[src/sv/vandermonde_coded_fragment_unit_defines.svh]
// assertion macros for the coded fragment unit
// used by modules that name aclk and aresetn; no other dependencies
`ifndef VANDERMONDE_CODED_FRAGMENT_UNIT_DEFINES_SVH
`define VANDERMONDE_CODED_FRAGMENT_UNIT_DEFINES_SVH

// same-cycle implication, off while in reset
`define VCF_ASSERT_IMP(lbl, ante, cons, msg) \
    lbl: assert property (@(posedge aclk) disable iff (!aresetn) (ante) |-> (cons)) \
        else $error(msg);

// next-cycle implication, off while in reset
`define VCF_ASSERT_NXT(lbl, ante, cons, msg) \
    lbl: assert property (@(posedge aclk) disable iff (!aresetn) (ante) |=> (cons)) \
        else $error(msg);

`endif

[src/sv/vcf_pkg.sv]
// widths, constants and the stored state record of the coded fragment unit
// no dependencies
`timescale 1ns / 1ps
`default_nettype none

package vcf_pkg;

    localparam int DATA_W     = 8;
    localparam int WORD_W     = 15;
    localparam int GRP_W      = 9;
    localparam int LEN_W      = 32;
    localparam int POINT_W    = WORD_W + 1;
    localparam int SUM_W      = WORD_W + DATA_W + 1;
    localparam int PROD_W     = 2 * WORD_W;
    localparam int RED_STEPS  = PROD_W;
    localparam int STEP_W     = $clog2(RED_STEPS);
    localparam int S_TDATA_W  = 8;
    localparam int M_TDATA_W  = 48;
    localparam int CFG_IDX_W  = 2;
    localparam int CFG_DATA_W = 15;

    localparam int MAX_GROUP  = 256;
    localparam logic [DATA_W-1:0] PAD_BYTE = 8'd48;

    // register indexes on the configuration port
    localparam logic [CFG_IDX_W-1:0] REG_REPLICA_INDEX = 2'd0;
    localparam logic [CFG_IDX_W-1:0] REG_GROUP_SIZE    = 2'd1;
    localparam logic [CFG_IDX_W-1:0] REG_MODULUS       = 2'd2;

    localparam logic [WORD_W-1:0] RST_REPLICA_INDEX = 15'd0;
    localparam logic [GRP_W-1:0]  RST_GROUP_SIZE    = 9'd1;
    localparam logic [WORD_W-1:0] RST_MODULUS       = 15'd257;

    // one word of the state memory
    typedef struct packed {
        logic [LEN_W-1:0]  byte_count;
        logic [WORD_W-1:0] current_power;
        logic [GRP_W-1:0]  group_position;
        logic [WORD_W-1:0] group_accumulator;
    } fold_state_t;

    localparam fold_state_t FOLD_STATE_RESET = '{
        byte_count:        '0,
        current_power:     WORD_W'(1),
        group_position:    '0,
        group_accumulator: '0
    };

    // one restoring remainder step: shift in a bit, subtract the modulus if it fits
    function automatic logic [WORD_W-1:0] rem_step(
        input logic [WORD_W-1:0] rem,
        input logic              bit_in,
        input logic [WORD_W-1:0] modv
    );
        logic [WORD_W:0] trial;
        trial = {rem, bit_in};
        if (trial >= {1'b0, modv}) begin
            trial = trial - {1'b0, modv};
        end
        return trial[WORD_W-1:0];
    endfunction

endpackage

`default_nettype wire

[src/sv/vandermonde_coded_fragment_unit.sv]
// coded fragment unit: one byte in, folded into a mod-m weighted group sum
// each byte goes through read, multiply, the 30-step remainder loop and done; done
// registers a due word, waiting while the output is held; a new byte is taken only in
// idle, and a short final group adds a multiply and remainder pass per pad byte
// reset: synchronous, active low; control and configuration registers take their reset
// values and the state word reads as reset until first written
`timescale 1ns / 1ps
`default_nettype none
`include "vandermonde_coded_fragment_unit_defines.svh"

module vandermonde_coded_fragment_unit
    import vcf_pkg::*;
(
    input  wire logic                  aclk,
    input  wire logic                  aresetn,
    // configuration
    input  wire logic                  cfg_wr_en,
    input  wire logic [CFG_IDX_W-1:0]  cfg_index,
    input  wire logic [CFG_DATA_W-1:0] cfg_wdata,
    // byte requests
    input  wire logic                  s_tvalid,
    output logic                       s_tready,
    input  wire logic [S_TDATA_W-1:0]  s_tdata,   // [7:0] data_byte
    input  wire logic                  s_tlast,   // end_of_message
    // coded words
    output logic                       m_tvalid,
    input  wire logic                  m_tready,
    output logic [M_TDATA_W-1:0]       m_tdata,   // [14:0] coded_word, [46:15] unpadded_len
    output logic                       m_tlast    // final_word
);

    typedef enum logic [2:0] {
        ST_IDLE,
        ST_READ,
        ST_MUL,
        ST_RED,
        ST_DONE
    } fsm_t;

    fsm_t state_reg, state_next;

    logic [WORD_W-1:0] replica_index_reg, replica_index_next;
    logic [GRP_W-1:0]  group_size_reg,    group_size_next;
    logic [WORD_W-1:0] modulus_reg,       modulus_next;

    logic [WORD_W-1:0] acc_reg,  acc_next;
    logic [WORD_W-1:0] pow_reg,  pow_next;
    logic [GRP_W-1:0]  pos_reg,  pos_next;
    logic [LEN_W-1:0]  cnt_reg,  cnt_next;
    logic [DATA_W-1:0] byte_reg, byte_next;
    logic              last_reg, last_next;
    logic              pad_reg,  pad_next;

    logic [PROD_W-1:0] num_acc_reg, num_acc_next;
    logic [PROD_W-1:0] num_pow_reg, num_pow_next;
    logic [WORD_W-1:0] rem_acc_reg, rem_acc_next;
    logic [WORD_W-1:0] rem_pow_reg, rem_pow_next;
    logic [STEP_W-1:0] step_reg,    step_next;

    logic              m_tvalid_reg, m_tvalid_next;
    logic              m_tlast_reg,  m_tlast_next;
    logic [WORD_W-1:0] word_reg,     word_next;
    logic [LEN_W-1:0]  len_reg,      len_next;

    // state memory, one word, registered read
    fold_state_t state_mem [0:0];
    fold_state_t rd_data_reg;
    fold_state_t wr_data;
    logic        rd_en;
    logic        wr_en;
    logic        mem_vld_reg, mem_vld_next;
    fold_state_t cur_state;

    logic [WORD_W-1:0] eff_mod;
    logic [GRP_W-1:0]  eff_group;
    logic [GRP_W-1:0]  pos_inc;
    logic [SUM_W-1:0]  sum_val;
    logic [POINT_W-1:0] point;
    logic [PROD_W-1:0] prod_val;
    logic              emit;

    assign eff_mod = (modulus_reg == '0) ? WORD_W'(1) : modulus_reg;

    always_comb begin
        if (group_size_reg == '0) begin
            eff_group = GRP_W'(1);
        end else if (group_size_reg > GRP_W'(MAX_GROUP)) begin
            eff_group = GRP_W'(MAX_GROUP);
        end else begin
            eff_group = group_size_reg;
        end
    end

    // reducing pow * (index + 1) gives the same residue as using the reduced point
    assign point    = {1'b0, replica_index_reg} + POINT_W'(1);
    assign sum_val  = SUM_W'(pow_reg * byte_reg) + SUM_W'(acc_reg);
    assign prod_val = PROD_W'(pow_reg * point);
    assign pos_inc  = pos_reg + GRP_W'(1);
    assign emit     = last_reg || (pos_inc >= eff_group);

    assign cur_state = mem_vld_reg ? rd_data_reg : FOLD_STATE_RESET;

    assign s_tready = (state_reg == ST_IDLE);
    assign m_tvalid = m_tvalid_reg;
    assign m_tlast  = m_tlast_reg;
    assign m_tdata  = {1'b0, len_reg, word_reg};

    always_ff @(posedge aclk) begin
        if (rd_en) begin
            rd_data_reg <= state_mem[0];
        end
        if (wr_en) begin
            state_mem[0] <= wr_data;
        end
    end

    always_comb begin
        state_next         = state_reg;
        replica_index_next = replica_index_reg;
        group_size_next    = group_size_reg;
        modulus_next       = modulus_reg;
        acc_next           = acc_reg;
        pow_next           = pow_reg;
        pos_next           = pos_reg;
        cnt_next           = cnt_reg;
        byte_next          = byte_reg;
        last_next          = last_reg;
        pad_next           = pad_reg;
        num_acc_next       = num_acc_reg;
        num_pow_next       = num_pow_reg;
        rem_acc_next       = rem_acc_reg;
        rem_pow_next       = rem_pow_reg;
        step_next          = step_reg;
        m_tlast_next       = m_tlast_reg;
        word_next          = word_reg;
        len_next           = len_reg;
        mem_vld_next       = mem_vld_reg;
        m_tvalid_next      = m_tvalid_reg && !m_tready;
        rd_en              = 1'b0;
        wr_en              = 1'b0;
        wr_data            = FOLD_STATE_RESET;

        if (cfg_wr_en) begin
            unique case (cfg_index)
                REG_REPLICA_INDEX: replica_index_next = cfg_wdata[WORD_W-1:0];
                REG_GROUP_SIZE:    group_size_next    = cfg_wdata[GRP_W-1:0];
                REG_MODULUS:       modulus_next       = cfg_wdata[WORD_W-1:0];
                default: ;
            endcase
        end

        unique case (state_reg)
            ST_IDLE: begin
                if (s_tvalid) begin
                    byte_next  = s_tdata[DATA_W-1:0];
                    last_next  = s_tlast;
                    pad_next   = 1'b0;
                    rd_en      = 1'b1;
                    state_next = ST_READ;
                end
            end
            ST_READ: begin
                acc_next   = cur_state.group_accumulator;
                pow_next   = cur_state.current_power;
                pos_next   = cur_state.group_position;
                cnt_next   = cur_state.byte_count + LEN_W'(1);
                state_next = ST_MUL;
            end
            ST_MUL: begin
                num_acc_next = PROD_W'(sum_val);
                num_pow_next = prod_val;
                rem_acc_next = '0;
                rem_pow_next = '0;
                step_next    = '0;
                state_next   = ST_RED;
            end
            ST_RED: begin
                // both residues come out msb first, one bit a cycle
                rem_acc_next = rem_step(rem_acc_reg, num_acc_reg[PROD_W-1], eff_mod);
                rem_pow_next = rem_step(rem_pow_reg, num_pow_reg[PROD_W-1], eff_mod);
                num_acc_next = {num_acc_reg[PROD_W-2:0], 1'b0};
                num_pow_next = {num_pow_reg[PROD_W-2:0], 1'b0};
                step_next    = step_reg + STEP_W'(1);
                if (step_reg == STEP_W'(RED_STEPS - 1)) begin
                    state_next = ST_DONE;
                end
            end
            ST_DONE: begin
                if (last_reg && (pos_inc < eff_group)) begin
                    // short final group: fold another pad byte
                    acc_next   = rem_acc_reg;
                    pow_next   = rem_pow_reg;
                    pos_next   = pos_inc;
                    byte_next  = PAD_BYTE;
                    pad_next   = 1'b1;
                    state_next = ST_MUL;
                end else if (!emit) begin
                    wr_en                     = 1'b1;
                    wr_data.group_accumulator = rem_acc_reg;
                    wr_data.current_power     = rem_pow_reg;
                    wr_data.group_position    = pos_inc;
                    wr_data.byte_count        = cnt_reg;
                    mem_vld_next              = 1'b1;
                    state_next                = ST_IDLE;
                end else if (!m_tvalid_reg || m_tready) begin
                    wr_en              = 1'b1;
                    wr_data            = FOLD_STATE_RESET;
                    wr_data.byte_count = last_reg ? '0 : cnt_reg;
                    mem_vld_next       = 1'b1;
                    m_tvalid_next      = 1'b1;
                    m_tlast_next       = last_reg;
                    word_next          = rem_acc_reg;
                    len_next           = last_reg ? cnt_reg : '0;
                    state_next         = ST_IDLE;
                end
            end
            default: state_next = ST_IDLE;
        endcase
    end

    always_ff @(posedge aclk) begin
        if (!aresetn) begin
            state_reg         <= ST_IDLE;
            replica_index_reg <= RST_REPLICA_INDEX;
            group_size_reg    <= RST_GROUP_SIZE;
            modulus_reg       <= RST_MODULUS;
            mem_vld_reg       <= 1'b0;
            m_tvalid_reg      <= 1'b0;
        end else begin
            state_reg         <= state_next;
            replica_index_reg <= replica_index_next;
            group_size_reg    <= group_size_next;
            modulus_reg       <= modulus_next;
            mem_vld_reg       <= mem_vld_next;
            m_tvalid_reg      <= m_tvalid_next;
        end
        acc_reg     <= acc_next;
        pow_reg     <= pow_next;
        pos_reg     <= pos_next;
        cnt_reg     <= cnt_next;
        byte_reg    <= byte_next;
        last_reg    <= last_next;
        pad_reg     <= pad_next;
        num_acc_reg <= num_acc_next;
        num_pow_reg <= num_pow_next;
        rem_acc_reg <= rem_acc_next;
        rem_pow_reg <= rem_pow_next;
        step_reg    <= step_next;
        m_tlast_reg <= m_tlast_next;
        word_reg    <= word_next;
        len_reg     <= len_next;
    end

    `VCF_ASSERT_IMP(a_rem_below_mod, state_reg == ST_RED, (rem_acc_reg < eff_mod) && (rem_pow_reg < eff_mod), "remainder reached the modulus")
    `VCF_ASSERT_IMP(a_pad_only_last, (state_reg == ST_MUL) && pad_reg, last_reg, "padding outside the final group")
    `VCF_ASSERT_IMP(a_len_only_final, m_tvalid && !m_tlast, m_tdata[46:15] == '0, "length on a non-final word")
    `VCF_ASSERT_NXT(a_request_reads, s_tvalid && s_tready, state_reg == ST_READ, "request taken without a state read")

endmodule

`default_nettype wire

[config.mk]
export PLATFORM = sky130hd
export DESIGN_NAME = vandermonde_coded_fragment_unit
export DESIGN_NICKNAME = d
export VERILOG_FILES = /design/src/sv/vcf_pkg.sv /design/src/sv/vandermonde_coded_fragment_unit.sv
export VERILOG_INCLUDE_DIRS = /design/src /design/src/sv
export SDC_FILE = /design/constraint.sdc
export NUM_CORES = 1
export LEC_CHECK = 0
export BUFFER_PORTS_ARGS = -buffer_cell sky130_fd_sc_hd__buf_2
export CORE_ASPECT_RATIO = 0.5
export CORE_MARGIN = 2
export CORE_UTILIZATION = 34
export CTS_BUF_LIST = sky130_fd_sc_hd__clkbuf_2 sky130_fd_sc_hd__clkbuf_4 sky130_fd_sc_hd__clkbuf_8
export DETAILED_ROUTE_END_ITERATION = 12
export MAX_ROUTING_LAYER = met4
export PLACE_DENSITY = 0.53
export SLEW_MARGIN = 10
export SYNTH_ARGS = -nofsm -noshare
export SYNTH_HDL_FRONTEND = slang
export SYNTH_SLANG_ARGS = --single-unit
[constraint.sdc]
create_clock -name aclk -period 7.7 [get_ports aclk]
set_clock_uncertainty 0.15 [all_clocks]
set_input_delay 1.54 -clock aclk [delete_from_list [all_inputs] [get_ports aclk]]
set_output_delay 1.54 -clock aclk [all_outputs]
set_load 0.02 [all_outputs]
After elaboration in Yosys (flattened, before gate mapping)
Memories as Yosys holds them, arrays and structs flattened. A register that Yosys moved wholly into a read port is not among the register bits.
Index checks and enable logic that the tools add are counted.
- bitwise operators: 1
- $lt $le $gt $ge: 5
- reductions and logical operators: 22
- mux-type cells: 45
- add/sub/neg operators: 7
- equal/unequal tests: 12
- $mul: 2
- operators by type and width (operator ; count):
    2-to-1 mux 71 bit ; 5
    case mux 15 bit (2 select lines) ; 4
    case mux 30 bit (2 select lines) ; 2
    2-to-1 mux 15 bit ; 5
    adder 32 x 1 -> 32 bit (second input constant) ; 1
    greater-or-equal comparator 16 x 15 -> 1 bit ; 2
    2-to-1 mux 32 bit ; 1
    multiplier 15 x 16 -> 30 bit ; 1
    subtractor 15 bit ; 2
    2-to-1 mux 9 bit ; 3
    adder 23 x 15 -> 24 bit ; 1
    multiplier 15 x 8 -> 23 bit ; 1
    case mux 9 bit (2 select lines) ; 1
    adder 15 x 1 -> 16 bit (second input constant) ; 1
    2-to-1 mux 8 bit ; 2
    case mux 8 bit (2 select lines) ; 1
    zero test 15 bit ; 1
    2-to-1 mux 3 bit ; 5
    case mux 3 bit (5 select lines) ; 1
    2-to-1 mux 1 bit ; 14
    case mux 5 bit (2 select lines) ; 1
    AND reduction 2 bit ; 5
    adder 9 x 1 -> 9 bit (second input constant) ; 1
    greater-or-equal comparator 9 bit ; 1
    22 further kinds ; 32
- bits of input ports: 31
- output and inout bits: 51
- bits in writable memories: 71
- memories: 1
- flip-flop bits (word level): 267
- memories (name ; words ; bits a word ; rd ports ; clocked after Yosys merged registers in ; write ports ; RTL line ; text):
    state_mem ; 1 ; 71 ; 1 ; 1 ; 1 ; vandermonde_coded_fragment_unit.sv:66 ; fold_state_t state_mem [0:0];

Depth between registers and ports, before layout
Gate-level depths: netlist of the first run.
- depth after elaboration: 10
- gate-level depth with buffers: 28
- gate-level depth less buffers: 26

Worst setup path before layout of the first run
Ideal clock, no wire load.
- path kind: flip-flop to flip-flop
- start point: reg replica_index_reg[0]
- end point: reg num_pow_reg[25], data pin
- cell stages (with the launch flop): 27
- setup time: 0.270 ns
- data required time: 7.280 ns
- setup slack: 0.725 ns
- arrival: 6.555 ns
- path through: dfxtp_1 -> ha_1 -> and3_1 -> and2_1 -> nand3_1 -> xnor2_1 -> clkbuf_1 -> and2_1 -> fa_1 -> inv_1 -> fa_1 -> inv_1 -> fa_1 -> fa_1 -> fa_1 -> inv_1 -> fa_1 -> inv_1 -> ha_1 -> a21oi_1 -> nand2_1 -> a211o_1 -> a21oi_1 -> o21ai_1 -> a31oi_1 -> xor2_1 -> a21oi_1
- word-level cells in the longest chain between the ends: 3
- ends and longest elaborated chain (element ; RTL line ; text):
    start, declared ; vandermonde_coded_fragment_unit.sv:42 ; logic [WORD_W-1:0] replica_index_reg, replica_index_next;
    start signal, assigned ; vandermonde_coded_fragment_unit.sv:231 ; replica_index_reg <= replica_index_next;
    adder 15 x 1 -> 16 bit ; vandermonde_coded_fragment_unit.sv:95 ; assign point = {1'b0, replica_index_reg} + POINT_W'(1);
    multiplier 15 x 16 -> 30 bit ; vandermonde_coded_fragment_unit.sv:97 ; assign prod_val = PROD_W'(pow_reg * point);
    case mux 30 bit (2 select lines) ; vandermonde_coded_fragment_unit.sv:152 ; unique case (state_reg)
    via num_pow_next[25] ; vandermonde_coded_fragment_unit.sv:55 ; logic [PROD_W-1:0] num_pow_reg, num_pow_next;
    end signal, assigned ; vandermonde_coded_fragment_unit.sv:245 ; num_pow_reg <= num_pow_next;
    end, declared ; vandermonde_coded_fragment_unit.sv:55 ;
The timed path passes the listed nets, and every way through them passes these cells.
A chain may end at the register's enable or synchronous reset.

Worst setup path in the final report of the first run
- start point: reg replica_index_reg[0]
- end point: reg num_pow_reg[26], data pin
Same word-level chain as after synthesis.

==> results.md, run 1 <==
Cells and area:
- Relative to the synthesized area, the layout overhead comes to 10.3%.
- Once layout is done, the placed cells without fillers occupy 33,000 um^2.
- The count of placed standard cells in the final layout, fillers left out is 4,138.
- For this run, the post-layout net count is 3,406.
- The fraction of final layout cells sized beyond drive strength 1 is 8.70%.
- The final core utilization is 38.1%.
- The filler cells instantiated in the layout total 8,689.

Critical path:
- The peak per-stage delay on the critical path is 540 ps.
- On the critical path, the stage with the largest delay is an instance of fa_1.
- The most numerous cell on the critical path is fa_1.
- The critical path contains buffers and inverters numbering 5 combined.
- The kind of cell adding the most delay to the critical path is adder cells.
- The capturing element type of the critical path is a flop.
- Data arrives at the worst endpoint at 7570 ps.
- The slack of the worst reg-to-reg path is 490 ps.
- The worst reg2reg path depth is 26.
- The capture point of the worst reg-to-reg path is num_pow_reg[26].
- The launching point of the worst reg2reg path is replica_index_reg[0].
- The worst setup path is launched from a flop.
- The type of the setup path with the least slack is flop to flop.
- The worst endpoint required time is 8050 ps.
- The biggest fanout along the worst timing path is 14.

Pwr:
- The power per cell area is 228 nW/um^2.
- After layout, the design draws a total of 7.51 mW.
- The leakage power is 14.0 nW.
- IR analysis of the VDD net gives a maximum drop of 190 uV.

CTS:
- The number of hold buffers added after CTS was 0.
- The number of clock buffers added by TritonCTS is 68.
- The count of instances resized after the clock tree is built is 0.
- The later pin in the worst-skew pair is clocked with a latency of 680 ps.
- TritonCTS built the clock tree.
- Clock tree synthesis found a total of 409 sinks.
- Once the clock tree was built, the setup fixing pass inserted 0 buffers.
- The H-tree was split into 3 levels.
- The CTS root buffer is clkbuf_8.
- The clock transition at the register clock pins on the worst setup and hold paths after CTS is 70 ps.
- The maximum buffer depth of the clock tree is 3.

STA:
- The measured slew at the worst slew-check pin is 1210 ps.
- The total setup violations reported at the end of the flow is 0.
- The final critical path takes up 93.7% of the cycle.
- The final number of hold-violating endpoints is 0.
- Setup slack closes at 487 ps.
- Setup repair after global routing left no endpoint under its margin.
- The worst hold slack is 266 ps.
- The max-slew headroom at the worst pin is 19.7%.
- Counting I/O delays and the setup requirement, the final critical path takes 7210 ps.
- The number of slew-limit violations in the final report is 0.
- The achievable frequency is 0.139 GHz.
- For the final routed database, the setup TNS stands at 0 ps.

Logic synthesis:
- Counting flops and latches in the post-synthesis netlist gives 409.
- The area share of the leading cell type in the synthesized netlist is 36.7%.
- Summed over all instances, the cell type with the most area after synthesis is edfxtp_1.
- Of all flip-flops after synthesis, the portion carrying an async set or reset was 0%.
- The per-instance average area after synthesis is 10.5 um^2.
- Counting instances in the post-synthesis netlist gives the leading cell types as nand2_1 (388), edfxtp_1 (365), inv_1 (354), and2_1 (312), fa_1 (274).
- Sequential elements use 39.6% of the synthesized area.
- By instance count, the leading cell after synthesis is nand2_1.
- The cell count after synthesis is 2,849.
- The prevailing post-synth register cell is edfxtp_1.
- The Yosys step of the flow raised 0 warnings.
- In this run the cell area of the synthesized design comes to 29,900 um^2.
- Counting flops with a built-in enable in the synthesized netlist gives 365.
- The synthesized net count is 3,336.
- After synthesis, the cell types taking the most area are edfxtp_1 (37%), fa_1 (18%), ha_1 (7.6%), and2_1 (6.5%), nand2_1 (4.9%).
- The number of different library cells in the post-synthesis netlist is 75.

Floorplanning:
- The x dimension of the die is 423 um.
- The core region is 86,500 um^2.
- The die covers 90,400 um^2.
- The floorplan has 76 rows.
- The count of boundary I/O pins is 82.
- The die is 214 um tall.
- The effective utilization at floorplan is 34.5%.

Global route:
- The number of global-route vias before repair is 20,300.
- The overall fraction of global-route tracks in use is 16.8%.
- The first global-routing pass estimated 116 mm of wire.
- Entering global routing, the biggest net connects 73 pins.
- The total global routing overflow is 0.
- The number of antenna violations at the first check in global routing is 0.

Placed design:
- The post-placement cell area is 31,600 um^2.
- Detailed placement ended at an HPWL of 51.6 mm.
- OpenSTA, run right after detailed placement, puts the worst setup slack at 379 ps.
- The number of placed instances, taps included, is 4,019.
- At the end of routability-driven placement, the weighted congestion stood at 0.887.
- The count of buffers from port buffering is 80.

Drt:
- The number of nets still failing antenna checks after routing is 0.
- Summing over every cut layer, the via total after detailed routing is 19,800.
- The number of remaining DRC errors is 0.
- After the first detailed-routing iteration, the DRC count stood at 1,182.
- The count of TritonRoute iterations in the first routing pass is 5.
- The routed wire length is 72.2 mm.
- Dividing the detail-routed via count by the number of cells gives 4.79.
- The routed wire length per instance is 17.5 um.

Run status:
- The run finished with clean final reports.

Worst hold path:
- Along the worst hold path, the cell count comes to 0.
- The class of the tightest hold or removal check is flop to flop.
- The worst hold path endpoint is rd_data_reg[51].
- In this run the most critical hold path is launched from state_mem[0][51].

Run:
- Max-cap violations in this run came to 0.
## how the worst max path moves through the flow
stage | startpoint | end | slack [ps] | depth (start not counted)
6_report | replica_index_reg[0] | num_pow_reg[26] | 490 | 26
5_1_grt | replica_index_reg[2] | num_pow_reg[27] | 20 | 25
4_1_cts | replica_index_reg[0] | num_pow_reg[25] | 370 | 24
3_5_place_dp | replica_index_reg[2] | num_pow_reg[25] | 380 | 24
3_3_place_gp | replica_index_reg[2] | num_pow_reg[25] | 510 | 24
2_1_floorplan | replica_index_reg[0] | num_pow_reg[25] | 720 | 26
## placed cells by master (no fill, tap or decap), types with 22 or more instances in the layout
cell      instances
a21boi_0         32
buf_2            80
a21oi_1          92
o21ai_0          60
buf_4            46
xor2_1           37
inv_1           353
clkbuf_8         69
fa_1            274
xnor2_1          70
nand4_1          26
dfxtp_1          43
nor2b_1          31
nor2_1          118
and2_1          311
nand2_1         386
ha_1            182
mux2i_1          23
edfxtp_1        365
a21o_1           22
nand3_1          84
## routing by layer
| layer | part of all wire, % | wire length [um] | track usage [%] |
|---|---|---|---|
| met2 | 44 | 31900 | 25.7 |
| met1 | 49 | 35500 | 23.4 |
| met5 | 0 | 0 | - |
| met3 | 5.1 | 3670 | 3.18 |
| met4 | 1.6 | 1160 | 3.36 |
## where the power goes
part | switching (mW) | internal (mW) | leakage, nW
sequential | 0.126 | 2.70 | 3.77
clock | 0.958 | 1.00 | 0.701
combinational | 1.61 | 1.12 | 9.54
total | 2.69 | 4.82 | 14.0
## cell families (layout without fill, tap and decap cells)
group	after synthesis	count (layout)	share of synthesized area [%]
multiplexers	24	24	0.809
buffers and inverters	482	600	6.16
AO/OA/AOI/OAI	314	314	6.63
other	1	2	0.0126
AND/OR/NAND/NOR	1055	1055	17.6
flip-flops	409	409	39.6
XOR/XNOR	108	108	3.17
adder cells (fa/ha/maj)	456	456	26.0
## layout make-up
| class | instances | area, um^2 | share of cell area (%) |
|---|---|---|---|
| diodes | 1 | 2.50 | 0.00759 |
| clock buffers | 86 | 1080 | 3.27 |
| clock inverters | 32 | 244 | 0.740 |
| inverters | 356 | 1340 | 4.05 |
| multi-input cells | 1958 | 16200 | 49.3 |
| flip-flops and latches | 409 | 11800 | 35.9 |
| well taps | 1170 | 1460 | 4.44 |
| repair buffers | 126 | 746 | 2.26 |
Power figures use the tool's default switching activity.
==> run 2, diff against run 1 <==
--- a/config.mk
+++ b/config.mk
@@ -9,11 +9,11 @@
 export BUFFER_PORTS_ARGS = -buffer_cell sky130_fd_sc_hd__buf_2
 export CORE_ASPECT_RATIO = 0.5
 export CORE_MARGIN = 2
-export CORE_UTILIZATION = 34
+export CORE_UTILIZATION = 60
 export CTS_BUF_LIST = sky130_fd_sc_hd__clkbuf_2 sky130_fd_sc_hd__clkbuf_4 sky130_fd_sc_hd__clkbuf_8
 export DETAILED_ROUTE_END_ITERATION = 12
 export MAX_ROUTING_LAYER = met4
-export PLACE_DENSITY = 0.53
+export PLACE_DENSITY = 0.81
 export SLEW_MARGIN = 10
 export SYNTH_ARGS = -nofsm -noshare
 export SYNTH_HDL_FRONTEND = slang
==> run 2 against run 1 <==
Combinational power down 2%. Worst setup slack worse by 110 ps. Via count up 3.6%. Largest cell class unchanged. Largest power group unchanged.
==> results.md, run 2 (same netlist as run 1, synthesis figures left out) <==
Pwr:
- The final total power is 7.38 mW.
- The power per cell area is 229 nW/um^2.
- VDD sags by at most 202 uV.
- The leakage power is 13.9 nW.

STA:
- The max-slew headroom at the worst pin is 25.6%.
- The total setup violations reported at the end of the flow is 0.
- The number of slew-limit violations in the final report was 0.
- At the pin with the least slew margin, the transition time is 1120 ps.
- Timing would allow up to 0.137 GHz.
- The portion of the clock cycle consumed by the worst path in the final layout is 95.1%.
- Setup repair after global routing left no endpoint under its margin.
- The minimum clock period is 7320 ps.
- The final number of hold-violating endpoints is 0.
- For the final routed database, the setup TNS stands at 0 ps.

Cells and area:
- After filler insertion, the fill cell instance count of the layout stands at 3,608.
- In the final layout, the multi-input gates occupy 16,200 um^2.
- The synthesis-to-finish area growth is 7.75%.
- The post-route netlist has 8.14% of its cells at a drive strength greater than 1.
- In the layout the commonest cells are nand2_1 (386), edfxtp_1 (365), inv_1 (353).
- Leaving out fill and tap cells, the most frequent cell in the layout is nand2_1.
- The antenna diode count is 0.
- The number of nets in the finished design is 3,389.
- The final instance area is 32,200 um^2.
- The register area is 11,800 um^2.

Run:
- The count of maximum capacitance violations is 0.

Floorplanning:
- The initial utilization of the core area, before any placement, comes to 61.1%.
- The y dimension of the die is 162 um.
- The x dimension of the die is 320 um.
- The row count is 57.
- The count of boundary I/O pins is 82.
- The core area is 48,900 um^2.
- The floorplan step defined a die boundary enclosing 51,700 um^2.

CTS:
- The TritonCTS buffer count is 57.
- The number of hold buffers added after CTS was 0.
- The clock net in this run drives a total of 409 sinks.
- CTS placed an instance of clkbuf_8 at the clock tree root.
- The later pin in the worst-skew pair is clocked with a latency of 680 ps.
- TritonCTS built the clock tree.
- In this run the deepest clock path goes through 3 buffers.
- The clock transition at the register clock pins on the worst setup and hold paths after CTS is 60 ps.
- In this run the number of H-tree levels came out at 2.

Critical path:
- The biggest fanout along the worst timing path is 9.
- The worst setup path is captured at a flop.
- The worst endpoint required time is 7940 ps.
- The most numerous cell on the critical path is fa_1.
- The highest-delay cell along the critical path is fa_1.
- By startpoint and endpoint, the worst setup path is classified as flop to flop.
- The worst setup path is launched from a flop.
- The peak per-stage delay on the critical path is 560 ps.
- The arrival time at the worst endpoint is 7560 ps.

Global route:
- The number of antenna violations at the first check in global routing is 0.
- The number of global-route vias before repair is 20,800.
- The first global-routing pass estimated 109 mm of wire.
- The total global routing overflow is 0.
- In the global route stage, overall resource usage came out at 27.6%.
- Entering global routing, the biggest net connects 79 pins.

Worst hold path:
- The worst hold path belongs to the class flop to flop.

Drt:
- The number of remaining DRC errors is 0.
- The routed via count divided by cell count is 5.70.
- The via count of the routed design is 20,500.
- Before antenna repair, the detailed router went through 5 iterations.
- The detailed router finished its first iteration with 1,788 violations.
- The routed wire length is 67.3 mm.
- In this run the remaining antenna-violating nets after routing total 0.
- After detailed routing, the average wire length per cell comes to 18.7 um.

Placed design:
- Summed over all nets, the half-perimeter wirelength after detailed placement is 48.0 mm.
- In this run the cell area measured after placement is 30,900 um^2.
- Port buffering added 80 buffers.
- The weighted congestion at the end of routability-driven global placement is 0.937.

Run status:
- The run finished with clean final reports.
run 2: changes by cell type in the layout (fill, tap and decap cells not counted), moves of 2 or more:
| cell | delta |
|---|---|
| bufinv_16 | +4 |
| inv_8 | -2 |
| clkbuf_8 | -12 |
| inv_6 | -2 |
| buf_4 | -6 |
run 2: through the flow:
step	setup slack, ps	hold slack (ps)	std cells	util (%)
6_report	381	242	3598	65.9
5_1_grt	27.4	255	3598	65.9
4_1_cts	332	239	3598	65.9
3_5_place_dp	342	255	3492	63.3
3_3_place_gp	545	250	3492	63.3
2_1_floorplan	725	250	2849	-
run 2: final cells by class:
cell class / count / share of cell area [%]
Clock inverter: 33 / 1.08
Sequential cell: 409 / 36.8
Inverter: 356 / 4.15
Timing Repair Buffer: 120 / 2.18
Multi-Input combinational cell: 1958 / 50.5
Tap cell: 649 / 2.52
Clock buffer: 73 / 2.81
run 2: worst paths after layout:
kind / end / from / cells after the start / slack [ps]
worst max-delay path: num_pow_reg[28] / replica_index_reg[2] / 26 / 380
worst max register to register: num_pow_reg[28] / replica_index_reg[2] / 26 / 380
worst min-delay path: rd_data_reg[32] / state_mem[0][32] / 0 / 240
worst min register to register: rd_data_reg[32] / state_mem[0][32] / 0 / 240
run 2: critical path: cells and delay by family, from the launching register on:
kind	cells	cell delay, ps
flops	1	400
fa+ha+maj	7	3470
buf+inv	5	370
xor+xnor	1	140
mux	1	180
simple gates	5	910
compound gates	7	1410
run 2: what timing repair did:
action,CTS,global route
gates resized for setup,0,1
endpoints found under the setup margin,0,1
buffers inserted,0,0
run 2: report_power, final:
| part | internal, mW | switching, mW | leakage (nW) | total (mW) |
|---|---|---|---|---|
| Sequential | 2.70 | 0.136 | 3.77 | 2.83 |
| Combinational | 1.13 | 1.55 | 9.51 | 2.68 |
| Clock | 0.989 | 0.882 | 0.651 | 1.87 |
| Total | 4.81 | 2.57 | 13.9 | 7.38 |
run 2: layer usage:
metal / share of wire (%) / track usage [%] / wire length, um
met4: 2.8 / 7.89 / 1860
met5: 0 / - / 0
met2: 45 / 42.5 / 30600
met3: 8.0 / 5.15 / 5380
met1: 44 / 37.8 / 29500
